**src/hw/rtl/url_path_traversal_checker_unit_assert.svh**
```systemverilog
// ---------------------------------------------------------------------------
// Assertion macros for the URL path traversal checker
// Clocked on aclk, disabled while aresetn is low.
// ---------------------------------------------------------------------------
`ifndef URL_PATH_TRAVERSAL_CHECKER_UNIT_ASSERT_SVH
`define URL_PATH_TRAVERSAL_CHECKER_UNIT_ASSERT_SVH

`ifndef SYNTH

`define UPTC_ASSERT_SAME(lbl, ante, cons) \
    lbl: assert property (@(posedge aclk) disable iff (!aresetn) (ante) |-> (cons)) \
        else $error("uptc assertion failed");

`define UPTC_ASSERT_NEXT(lbl, ante, cons) \
    lbl: assert property (@(posedge aclk) disable iff (!aresetn) (ante) |=> (cons)) \
        else $error("uptc assertion failed");

`else

`define UPTC_ASSERT_SAME(lbl, ante, cons)

`define UPTC_ASSERT_NEXT(lbl, ante, cons)

`endif

`endif

```
**src/hw/rtl/uptc_pkg.sv**
```systemverilog
// ---------------------------------------------------------------------------
// uptc_pkg
// Shared types, constants and byte helpers for the path traversal checker.
// ---------------------------------------------------------------------------
package uptc_pkg;

    localparam int SEG_BUF = 2048;
    localparam int CNT_W   = $clog2(SEG_BUF);
    localparam logic [CNT_W-1:0] CNT_MAX = CNT_W'(SEG_BUF - 1);
    localparam logic [CNT_W-1:0] CNT_TWO = CNT_W'(2);

    localparam logic [7:0] CH_SLASH = 8'h2f;
    localparam logic [7:0] CH_BSLASH = 8'h5c;
    localparam logic [7:0] CH_COLON = 8'h3a;
    localparam logic [7:0] CH_PCT   = 8'h25;
    localparam logic [7:0] CH_DOT   = 8'h2e;
    localparam logic [7:0] CH_SPACE = 8'h20;
    localparam logic [7:0] CH_DEL   = 8'h7f;

    typedef enum logic [3:0] {
        ST_OK       = 4'd0,
        ST_EMPTY    = 4'd1,
        ST_NO_SLASH = 4'd2,
        ST_BS_COLON = 4'd3,
        ST_CTRL     = 4'd4,
        ST_BAD_ESC  = 4'd5,
        ST_UNSAFE   = 4'd6,
        ST_TOO_LONG = 4'd7,
        ST_DOT      = 4'd8
    } status_t;

    typedef struct packed {
        logic       is_zero;
        logic       is_slash;
        logic       is_pct;
        logic       is_bs_colon;
        logic       is_ctrl;
        logic       hex_ok;
        logic [3:0] hex_val;
    } byte_class_t;

    function automatic logic is_unsafe(input logic [7:0] c);
        logic r;
        r = (c == CH_SLASH) || (c == CH_BSLASH) || (c == CH_COLON) || (c == 8'h00);
        return r;
    endfunction

endpackage

```
**src/hw/rtl/uptc_byte_class.sv**
```systemverilog
// ---------------------------------------------------------------------------
// uptc_byte_class
// Classifies one raw path byte and decodes it as a hex digit.
// ---------------------------------------------------------------------------
module uptc_byte_class import uptc_pkg::*; (
    input  logic [7:0]  path_byte,
    output byte_class_t cls
);

    logic [7:0] lc_off;
    logic [7:0] uc_off;

    assign lc_off = path_byte - 8'h57;
    assign uc_off = path_byte - 8'h37;

    always_comb begin
        cls.is_zero     = (path_byte == 8'h00);
        cls.is_slash    = (path_byte == CH_SLASH);
        cls.is_pct      = (path_byte == CH_PCT);
        cls.is_bs_colon = (path_byte == CH_BSLASH) || (path_byte == CH_COLON);
        cls.is_ctrl     = (path_byte < CH_SPACE) || (path_byte == CH_DEL);
        cls.hex_ok      = 1'b0;
        cls.hex_val     = 4'd0;
        if (path_byte >= 8'h30 && path_byte <= 8'h39) begin
            cls.hex_ok  = 1'b1;
            cls.hex_val = path_byte[3:0];
        end else if (path_byte >= 8'h61 && path_byte <= 8'h66) begin
            cls.hex_ok  = 1'b1;
            cls.hex_val = lc_off[3:0];
        end else if (path_byte >= 8'h41 && path_byte <= 8'h46) begin
            cls.hex_ok  = 1'b1;
            cls.hex_val = uc_off[3:0];
        end
    end

endmodule

```
**src/hw/rtl/url_path_traversal_checker_unit.sv**
```systemverilog
// ---------------------------------------------------------------------------
// url_path_traversal_checker_unit
// Checks a streamed resource path for traversal and encoding hazards.
// ---------------------------------------------------------------------------
// Input channel s_valid/s_ready/s_path_byte carries one raw path byte per
// beat. A zero byte ends the path; only that beat produces a result on the
// m_valid/m_ready/m_status channel, all other beats produce none.
// Throughput: one byte per cycle. All per-byte work (classification, escape
// decode, segment checks) is one combinational pass into the state
// registers. The status appears on m_status in the cycle after the
// terminating beat is accepted, held in an output register.
// s_ready is high whenever that output register is empty or is being
// drained this cycle. While a status waits on a stalled receiver, s_ready
// is low and every input beat stalls until the status is taken.
// Reset (aresetn low, synchronous) clears the path state and the output
// valid; the next byte is treated as the first byte of a new path.
// ---------------------------------------------------------------------------
`include "url_path_traversal_checker_unit_assert.svh"

module url_path_traversal_checker_unit import uptc_pkg::*; (
    input  logic       aclk,
    input  logic       aresetn,
    input  logic       s_valid,
    output logic       s_ready,
    input  logic [7:0] s_path_byte,
    output logic       m_valid,
    input  logic       m_ready,
    output logic [3:0] m_status
);

    typedef enum logic [1:0] {
        ESC_NONE = 2'd0,
        ESC_HIGH = 2'd1,
        ESC_LOW  = 2'd2
    } esc_t;

    typedef enum logic [1:0] {
        RAW_NONE     = 2'd0,
        RAW_BS_COLON = 2'd1,
        RAW_CTRL     = 2'd2
    } raw_t;

    byte_class_t cls;

    logic             first_reg,  first_next;
    logic             start_bad_reg, start_bad_next;
    raw_t             raw_reg,    raw_next;
    status_t          seg_reg,    seg_next;
    esc_t             esc_reg,    esc_next;
    logic [3:0]       hi_reg,     hi_next;
    logic [CNT_W-1:0] cnt_reg,    cnt_next;
    logic             dots_reg,   dots_next;
    logic             m_valid_reg, m_valid_next;
    status_t          m_status_reg, m_status_next;

    logic       accept;
    logic       take;
    logic [7:0] dec_byte;
    status_t    new_code;
    status_t    end_code;
    status_t    final_seg;

    uptc_byte_class u_class (
        .path_byte (s_path_byte),
        .cls       (cls)
    );

    assign s_ready  = !m_valid_reg || m_ready;
    assign accept   = s_valid && s_ready;
    assign m_valid  = m_valid_reg;
    assign m_status = m_status_reg;

    always_comb begin
        end_code = ST_OK;
        if (esc_reg != ESC_NONE) begin
            end_code = ST_BAD_ESC;
        end else if (dots_reg && cnt_reg != '0 && cnt_reg <= CNT_TWO) begin
            end_code = ST_DOT;
        end
        final_seg = (seg_reg != ST_OK) ? seg_reg : end_code;
    end

    always_comb begin
        first_next     = first_reg;
        start_bad_next = start_bad_reg;
        raw_next       = raw_reg;
        esc_next       = esc_reg;
        hi_next        = hi_reg;
        cnt_next       = cnt_reg;
        dots_next      = dots_reg;
        new_code       = ST_OK;
        take           = 1'b0;
        dec_byte       = s_path_byte;
        m_status_next  = m_status_reg;
        m_valid_next   = m_valid_reg && !m_ready;

        if (accept) begin
            if (cls.is_zero) begin
                m_valid_next = 1'b1;
                if (first_reg) begin
                    m_status_next = ST_EMPTY;
                end else if (start_bad_reg) begin
                    m_status_next = ST_NO_SLASH;
                end else if (raw_reg == RAW_BS_COLON) begin
                    m_status_next = ST_BS_COLON;
                end else if (raw_reg == RAW_CTRL) begin
                    m_status_next = ST_CTRL;
                end else begin
                    m_status_next = final_seg;
                end
                first_next     = 1'b1;
                start_bad_next = 1'b0;
                raw_next       = RAW_NONE;
                esc_next       = ESC_NONE;
                hi_next        = 4'd0;
                cnt_next       = '0;
                dots_next      = 1'b1;
            end else begin
                if (raw_reg == RAW_NONE) begin
                    if (cls.is_bs_colon) begin
                        raw_next = RAW_BS_COLON;
                    end else if (cls.is_ctrl) begin
                        raw_next = RAW_CTRL;
                    end
                end
                if (first_reg) begin
                    first_next     = 1'b0;
                    start_bad_next = !cls.is_slash;
                end else if (cls.is_slash) begin
                    new_code  = end_code;
                    esc_next  = ESC_NONE;
                    hi_next   = 4'd0;
                    cnt_next  = '0;
                    dots_next = 1'b1;
                end else begin
                    unique case (esc_reg)
                        ESC_HIGH: begin
                            if (cls.hex_ok) begin
                                hi_next  = cls.hex_val;
                                esc_next = ESC_LOW;
                            end else begin
                                new_code = ST_BAD_ESC;
                                esc_next = ESC_NONE;
                            end
                        end
                        ESC_LOW: begin
                            esc_next = ESC_NONE;
                            if (cls.hex_ok) begin
                                take     = 1'b1;
                                dec_byte = {hi_reg, cls.hex_val};
                            end else begin
                                new_code = ST_BAD_ESC;
                            end
                        end
                        default: begin
                            if (cls.is_pct) begin
                                esc_next = ESC_HIGH;
                            end else begin
                                take = 1'b1;
                            end
                        end
                    endcase
                    if (take) begin
                        if (is_unsafe(dec_byte)) begin
                            new_code = ST_UNSAFE;
                        end else if (cnt_reg == CNT_MAX) begin
                            new_code = ST_TOO_LONG;
                        end else begin
                            cnt_next = cnt_reg + 1'b1;
                            if (dec_byte != CH_DOT) begin
                                dots_next = 1'b0;
                            end
                        end
                    end
                end
            end
        end

        if (accept && cls.is_zero) begin
            seg_next = ST_OK;
        end else if (seg_reg == ST_OK) begin
            seg_next = new_code;
        end else begin
            seg_next = seg_reg;
        end
    end

    always_ff @(posedge aclk) begin
        if (!aresetn) begin
            first_reg     <= 1'b1;
            start_bad_reg <= 1'b0;
            raw_reg       <= RAW_NONE;
            seg_reg       <= ST_OK;
            esc_reg       <= ESC_NONE;
            hi_reg        <= 4'd0;
            cnt_reg       <= '0;
            dots_reg      <= 1'b1;
            m_valid_reg   <= 1'b0;
        end else begin
            first_reg     <= first_next;
            start_bad_reg <= start_bad_next;
            raw_reg       <= raw_next;
            seg_reg       <= seg_next;
            esc_reg       <= esc_next;
            hi_reg        <= hi_next;
            cnt_reg       <= cnt_next;
            dots_reg      <= dots_next;
            m_valid_reg   <= m_valid_next;
        end
    end

    always_ff @(posedge aclk) begin
        m_status_reg <= m_status_next;
    end

    `UPTC_ASSERT_NEXT(a_term_gives_beat, accept && cls.is_zero, m_valid_reg && first_reg)
    `UPTC_ASSERT_NEXT(a_empty_path, accept && cls.is_zero && first_reg, m_status_reg == ST_EMPTY)
    `UPTC_ASSERT_NEXT(a_no_spurious_beat, accept && !cls.is_zero && !(m_valid_reg && !m_ready), !m_valid_reg)
    `UPTC_ASSERT_SAME(a_clean_first, first_reg, esc_reg == ESC_NONE && cnt_reg == '0 && seg_reg == ST_OK)

endmodule

```
**config.mk**
```make
export PLATFORM = sky130hd
export DESIGN_NAME = url_path_traversal_checker_unit
export DESIGN_NICKNAME = d
export VERILOG_FILES = /design/src/hw/rtl/uptc_pkg.sv /design/src/hw/rtl/uptc_byte_class.sv /design/src/hw/rtl/url_path_traversal_checker_unit.sv
export VERILOG_INCLUDE_DIRS = /design/src /design/src/hw/rtl
export SDC_FILE = /design/constraint.sdc
export NUM_CORES = 1
export LEC_CHECK = 0
export ABC_AREA = 1
export ABC_CLOCK_PERIOD_IN_PS = 2900
export BUFFER_PORTS_ARGS = -buffer_cell sky130_fd_sc_hd__buf_4
export CAP_MARGIN = 20
export CORE_ASPECT_RATIO = 0.75
export CORE_MARGIN = 4
export CORE_UTILIZATION = 55
export CTS_CLUSTER_SIZE = 30
export DETAILED_ROUTE_END_ITERATION = 7
export MAX_ROUTING_LAYER = met4
export PLACE_DENSITY = 0.89
export SETUP_SLACK_MARGIN = 0.5
export SYNTH_ARGS = -nofsm -noshare
export SYNTH_HDL_FRONTEND = slang
export SYNTH_SLANG_ARGS = --single-unit
```
**constraint.sdc**
```tcl
create_clock -name aclk -period 2.9 [get_ports aclk]
set_clock_uncertainty 0.1 [all_clocks]
set_input_delay 0.725 -clock aclk [delete_from_list [all_inputs] [get_ports aclk]]
set_output_delay 0.725 -clock aclk [all_outputs]
set_load 0.01 [all_outputs]
```
Word level (Yosys, flattened, before mapping)
Index checks and enable logic that the tools add are counted.
W data, S select, Z words.
{ "word_totals": {"out_inout_bits": 6, "latchBits": 0, "n_memories": 0, "rom_bits": 0, "regBits": 31, "word_cells": 148, "ram_bits": 0, "input_bits": 12} }
{ "classes": {"bitwise_logic": 1, "eq_ne": 17, "shifts": 0, "n_mux": 64, "n_lt_le_gt_ge": 8, "n_reduce_logical": 43, "mul": 0, "addsub": 3, "div_mod_pow": 0} }
{ "op_table": {"columns": ["op", "n"], "rows": [
  ["$mux W11", 6],
  ["$mux W4", 15],
  ["$mux W8", 6],
  ["$eq A8 B6 Y1 const B", 5],
  ["$eq A8 B7 Y1 const B", 3],
  ["$mux W2", 11],
  ["$mux W1", 18],
  ["$ge A8 B7 Y1 const B", 2],
  ["$le A8 B7 Y1 const B", 2],
  ["$logic_not A8 Y1", 2],
  ["$mux W5", 3],
  ["$reduce_bool A3 Y1", 5],
  ["$add A11 B1 Y11 const B", 1],
  ["$eq A11 B11 Y1 const B", 1],
  ["$le A11 B2 Y1 const B", 1],
  ["$reduce_bool A11 Y1", 1],
  ["$mux W3", 3],
  ["$ge A8 B6 Y1 const B", 1],
  ["$le A8 B6 Y1 const B", 1],
  ["$logic_and A1 B1 Y1", 8],
  ["$lt A8 B6 Y1 const B", 1],
  ["$ne A8 B6 Y1 const B", 1],
  ["$sub A4 B3 Y4 const B", 2],
  ["$logic_or A1 B1 Y1", 6],
  ["21 further kinds", 31]
]} }

Depth between registers and ports, before layout
{ "logic_depth": {"depth_word": 21, "depth_mapped": 23, "depth_no_buf": 22} }

By module
A second synthesis with hierarchy kept.
{ "unflattened": {"hier_cells": 389, "hier_area_um2": 2452.4} }
{ "by_module_without_submodules": {"columns": ["mod", "instances", "cells_each", "area_each_um2"], "rows": [
  ["url_path_traversal_checker_unit", 1, 342, 2170.8],
  ["uptc_byte_class", 1, 47, 281.5]
]} }

Worst setup path before layout
Ideal clock, no wire load.
{ "synth_path": {"path_kind": "input -> register", "start": "input port s_path_byte[0]", "end": "register cnt_reg[0]", "path_stages": 20, "required_ns": 2.688, "arrival_time_ns": 2.710, "setup_slack_ns": -0.022, "n_path_buf": 1, "path_cell_list": "inv_1 ha_1 nand3b_1 nand3_2 inv_2 nor2_2 nand2_4 buf_4 nand3b_1 nand2_1 nand2_1 nor2_1 nand2_1 nand2_1 nor2_4 nand3_4 nand2_4 inv_2 nor2_1 nor2_1"} }
{ "synth_between": {"elab_chain_cells": 17, "word_cells_on_any_way": 45, "classes_between": "add/sub: 2; order compare: 6; eq/ne: 8; mux: 19; reduce/logical: 10"} }
{ "synth_lines": {"columns": ["element", "line", "rtl"], "rows": [
  ["from (decl)", "url_path_traversal_checker_unit.sv:25", "input logic [7:0] s_path_byte,"],
  ["$ge A8 B7 Y1 or $le A8 B7 Y1 (tied branches)", "uptc_byte_class.sv:30", "end else if (path_byte >= 8'h41 && path_byte <= 8'h46) begin"],
  ["$logic_and A1 B1 Y1", "uptc_byte_class.sv:30", null],
  ["$mux W5", "uptc_byte_class.sv:30", null],
  ["$mux W5", "uptc_byte_class.sv:27", "end else if (path_byte >= 8'h61 && path_byte <= 8'h66) begin"],
  ["$mux W5", "uptc_byte_class.sv:24", "if (path_byte >= 8'h30 && path_byte <= 8'h39) begin"],
  ["$mux W8", "url_path_traversal_checker_unit.sv:148", "if (cls.hex_ok) begin"],
  ["$mux W8", "url_path_traversal_checker_unit.sv:136", "unique case (esc_reg)"],
  ["$mux W8", "url_path_traversal_checker_unit.sv:129", "end else if (cls.is_slash) begin"],
  ["$mux W8", "url_path_traversal_checker_unit.sv:126", "if (first_reg) begin"],
  ["$mux W8", "url_path_traversal_checker_unit.sv:98", "if (cls.is_zero) begin"],
  ["$mux W8", "url_path_traversal_checker_unit.sv:97", "if (accept) begin"],
  ["$eq A8 B6 Y1 or $eq A8 B7 Y1 (tied branches)", "uptc_pkg.sv:44", "r = (c == CH_SLASH) || (c == CH_BSLASH) || (c == CH_COLON) || (c == 8'h00);"],
  ["$logic_or A1 B1 Y1 (3 in series)", "uptc_pkg.sv:44", null],
  ["$ne A3 B3 Y1 (no source line)", null, null],
  ["$reduce_and A5 Y1 (no source line)", null, null],
  ["to (signal assigned)", "url_path_traversal_checker_unit.sv:206", "cnt_reg <= cnt_next;"],
  ["to (decl)", "url_path_traversal_checker_unit.sv:51", "logic [CNT_W-1:0] cnt_reg, cnt_next;"]
]} }
Several ways; a longest one is shown, not always the timed one. The select of a mux whose other input is x is not followed.
A chain may end at the register's enable or synchronous reset.

Worst setup path after layout
{ "layout_path": {"start": "input port s_path_byte[1]", "end": "register cnt_reg[6]"} }
Same word-level chain as after synthesis.

==> summary.txt <==
Floorplan
  – Die area: 5500 um2
  – Chip height: 65.2 um
  – Core area: 4130 um2
  – # IOs: 18
  – Initial Util: 58.2%
  – FP Rows: 20
  – Die W: 84.3 um

Route
  – DRT iter0 DRCs: 527
  – DRC: 0
  – Vias/cell: 6.10
  – Via Count: 3060
  – Antenna Nets Post-Route: 0
  – Pre-antenna DRT Iters: 6
  – Routed wire per std cell: 17.2 um
  – WL final: 8.61 mm

Synth
  – Seq cells post-synth: 31
  – Cells after synthesis: 383
  – Number of synthesized flops with an enable pin: 4
  – Most frequent cell after synthesis: nand2_1
  – Synth Warn #: 0
  – Dominant synthesized flop cell: dfxtp_1
  – Netlist cell types: 35
  – Synth cell count leaders: 96 x nand2_1, 49 x inv_1, 47 x nor2_1, 29 x nand3_1, 27 x dfxtp_1
  – Synth top area share: 22.5%
  – Seq/Total Area, Yosys: 27.5%
  – Post-Syn Nets: 408
  – Avg Cell Area, Syn: 6.27 um2
  – Yosys top cell by area: dfxtp_1
  – Async SR Flop Fraction: 0%
  – Largest cells by area after synthesis: dfxtp_1 23%, nand2_1 15%, inv_1 7.7%, nor2_1 7.3%, ha_1 6.8%
  – Synth Cell Area: 2400 um2

Final layout
  – # diodes: 0
  – Final instance area: 3260 um2
  – Filler cells: 249
  – Area grow syn2layout: 35.9%
  – Layout Cells excl Fill: 502
  – Final net count: 471
  – Layout cells sized above 1: 31.5%
  – Max reg flops: 11

Critical path
  – Critical-path top delay cell: nand3b_1
  – Worst-path cell chain: buf_12 -> inv_12 -> ha_4 -> nand3b_1 -> nand3_2 -> buf_6 -> nand2_1 -> nand2_1 -> nand2_2 -> nand3b_1 -> nand3_2 -> inv_2 -> nand3_2 -> nand2_2 -> nor2_4 -> nand3_4 -> nand2_4 -> nand2_1 -> a21oi_2
  – Reg-to-reg slack, setup: 240 ps
  – Critical Path Max Stage Delay: 230 ps
  – RR Endpoint: cnt_reg[1]
  – Reg2reg path depth: 10
  – Startpoint types: input pin
  – Crit path max fanout: 7
  – Crit. End Element: flop
  – Required time of the critical path: 3020 ps
  – Setup CP Type: input pin to flop
  – RR Startpoint: cnt_reg[1]
  – Arrival time worst endpoint: 3110 ps

Power and ir drop
  – Cell Pwr Density: 322 nW/um2
  – Peak VDD IR: 0.000305 V
  – Leak: 1.47 nW

Outcome
  – Failing checks: setup timing
  – Outcome: finished, violations left

Clock network
  – CTS buffer count: 5
  – CTS Buffer Depth: 2
  – Htree depth: 2
  – CTS tree: yes
  – Clock transition at path regs: 70 ps
  – Clock latency at the later pin of the worst-skew pair: 290 ps
  – Hold bufs inserted after CTS: 0
  – Clock Tree Root: clkbuf_8
  – Clock sink count: 31

Run
  – Max-cap violation count: 0

STA
  – Relative slew slack: 56.8%
  – Final setup fails: 12
  – Max frequency: 334 MHz
  – Slew @ Worst Pin: 644 ps
  – Post-layout minimum cycle time: 2990 ps
  – Final Max Slew Viols: 0
  – RSZ-0062 raised after global routing: true
  – Fin Hold WS: 371 ps
  – Fin crit share: 103%
  – Hold Vio Cnt, Final: 0
  – Final critical-path setup slack: -90.5 ps

GRT
  – Largest net degree at the start of global routing: 18
  – First-pass GRT wire length: 12.3 mm
  – Vias in the first global route: 2672
  – Total track usage: 28.6%
  – Gr ovfl total: 0
  – Antenna violations before repair: 0

Place
  – Gp weighted congestion: 0.975
  – Port bufs: 17
  – DPL Wire Length: 5.20 mm
  – Pre-CTS WS: -230 ps
  – Cell area after placement: 2870 um2
  – Cells after DPL: 480

Min path
  – WHS Path Cells: 2
  – Min-Delay Path Class: flop to flop
  – Hold Path End: hi_reg[3]
  – Hold path startpoint: hi_reg[3]
[metal layers]
layer	up-vias	GRT usage [%]	wire length (um)
met2	262	44.4	3660
met4	0	7.03	470
met3	74	6.89	965
met5	-	-	0
met1	1363	37.8	3510
li1	1361	-	-
[per-stage QoR]
| stage | TNS (ps) | power (W) | util, % |
|---|---|---|---|
| global route | -2040 | 0.00108 | 79.0 |
| detailed placement | -2670 | 0.000647 | 69.5 |
| global placement | -1150 | 0.000641 | 69.5 |
| CTS | 0 | 0.00101 | 75.3 |
| finish | -638 | 0.00105 | 79.0 |
| floorplan | 0 | 0.000572 | - |
[report_power, final]
part           switching [W]  internal (W)  total, W
sequential        0.00000709      0.000442  0.000449
combinational       0.000143      0.000102  0.000245
clock               0.000163      0.000191  0.000355
[critical path, delay by kind of cell]
| family | cells | cell delay (ps) |
|---|---|---|
| buffers and inverters | 4 | 330 |
| adders and majority gates | 1 | 160 |
| AOI/OAI and AO/OA | 1 | 170 |
| and+or+nand+nor | 13 | 1720 |
[cells by family after synthesis]
kind of cell	count (synthesis)	share of synthesized area, %
xor gates and xnor gates	4	1.46
adders and majority gates	13	6.77
AOI/OAI and AO/OA	45	10.4
DFF	31	27.5
buffers and inverters	68	11.3
and+or+nand+nor	222	42.6
[worst max path at each step]
stage                   startpoint    endpoint  slack, ps  depth (start not counted)
floorplan           s_path_byte[1]  cnt_reg[0]        200                         20
global placement    s_path_byte[1]  cnt_reg[0]       -110                         23
detailed placement  s_path_byte[1]  cnt_reg[4]       -230                         22
CTS                 s_path_byte[1]  cnt_reg[8]        230                         20
global route        s_path_byte[7]  cnt_reg[5]       -200                         20
finish              s_path_byte[1]  cnt_reg[6]        -90                         19
[repair_timing]
action,CTS,global route
endpoints found under the hold margin,0,0
setup buffers,8,4
setup endpoints to repair,15,21
gates resized for setup,19,33
pin swaps,9,20
cloned,1,1
[placed cells by master, fill, tap and decap left out, types with 10 or more instances in the layout]
cell type	synthesis	final
dfxtp_1	27	27
inv_1	49	45
nand3_1	29	22
buf_4	2	50
nand2_2	8	18
a21oi_1	25	17
nor2_1	47	40
nor3_1	12	11
ha_1	13	10
nand2_1	96	86
inv_2	12	14
[cell type report]
type,count,area (um2),area share [%]
clock buffers,7,86.3,2.65
clock inverters,1,5.00,0.153
inverters,63,262,8.02
multi-input cells,286,1680,51.4
flip-flops and latches,31,661,20.3
well taps,55,68.8,2.11
repair buffers,59,503,15.4
No activity file was read; power rests on OpenSTA's default activity.
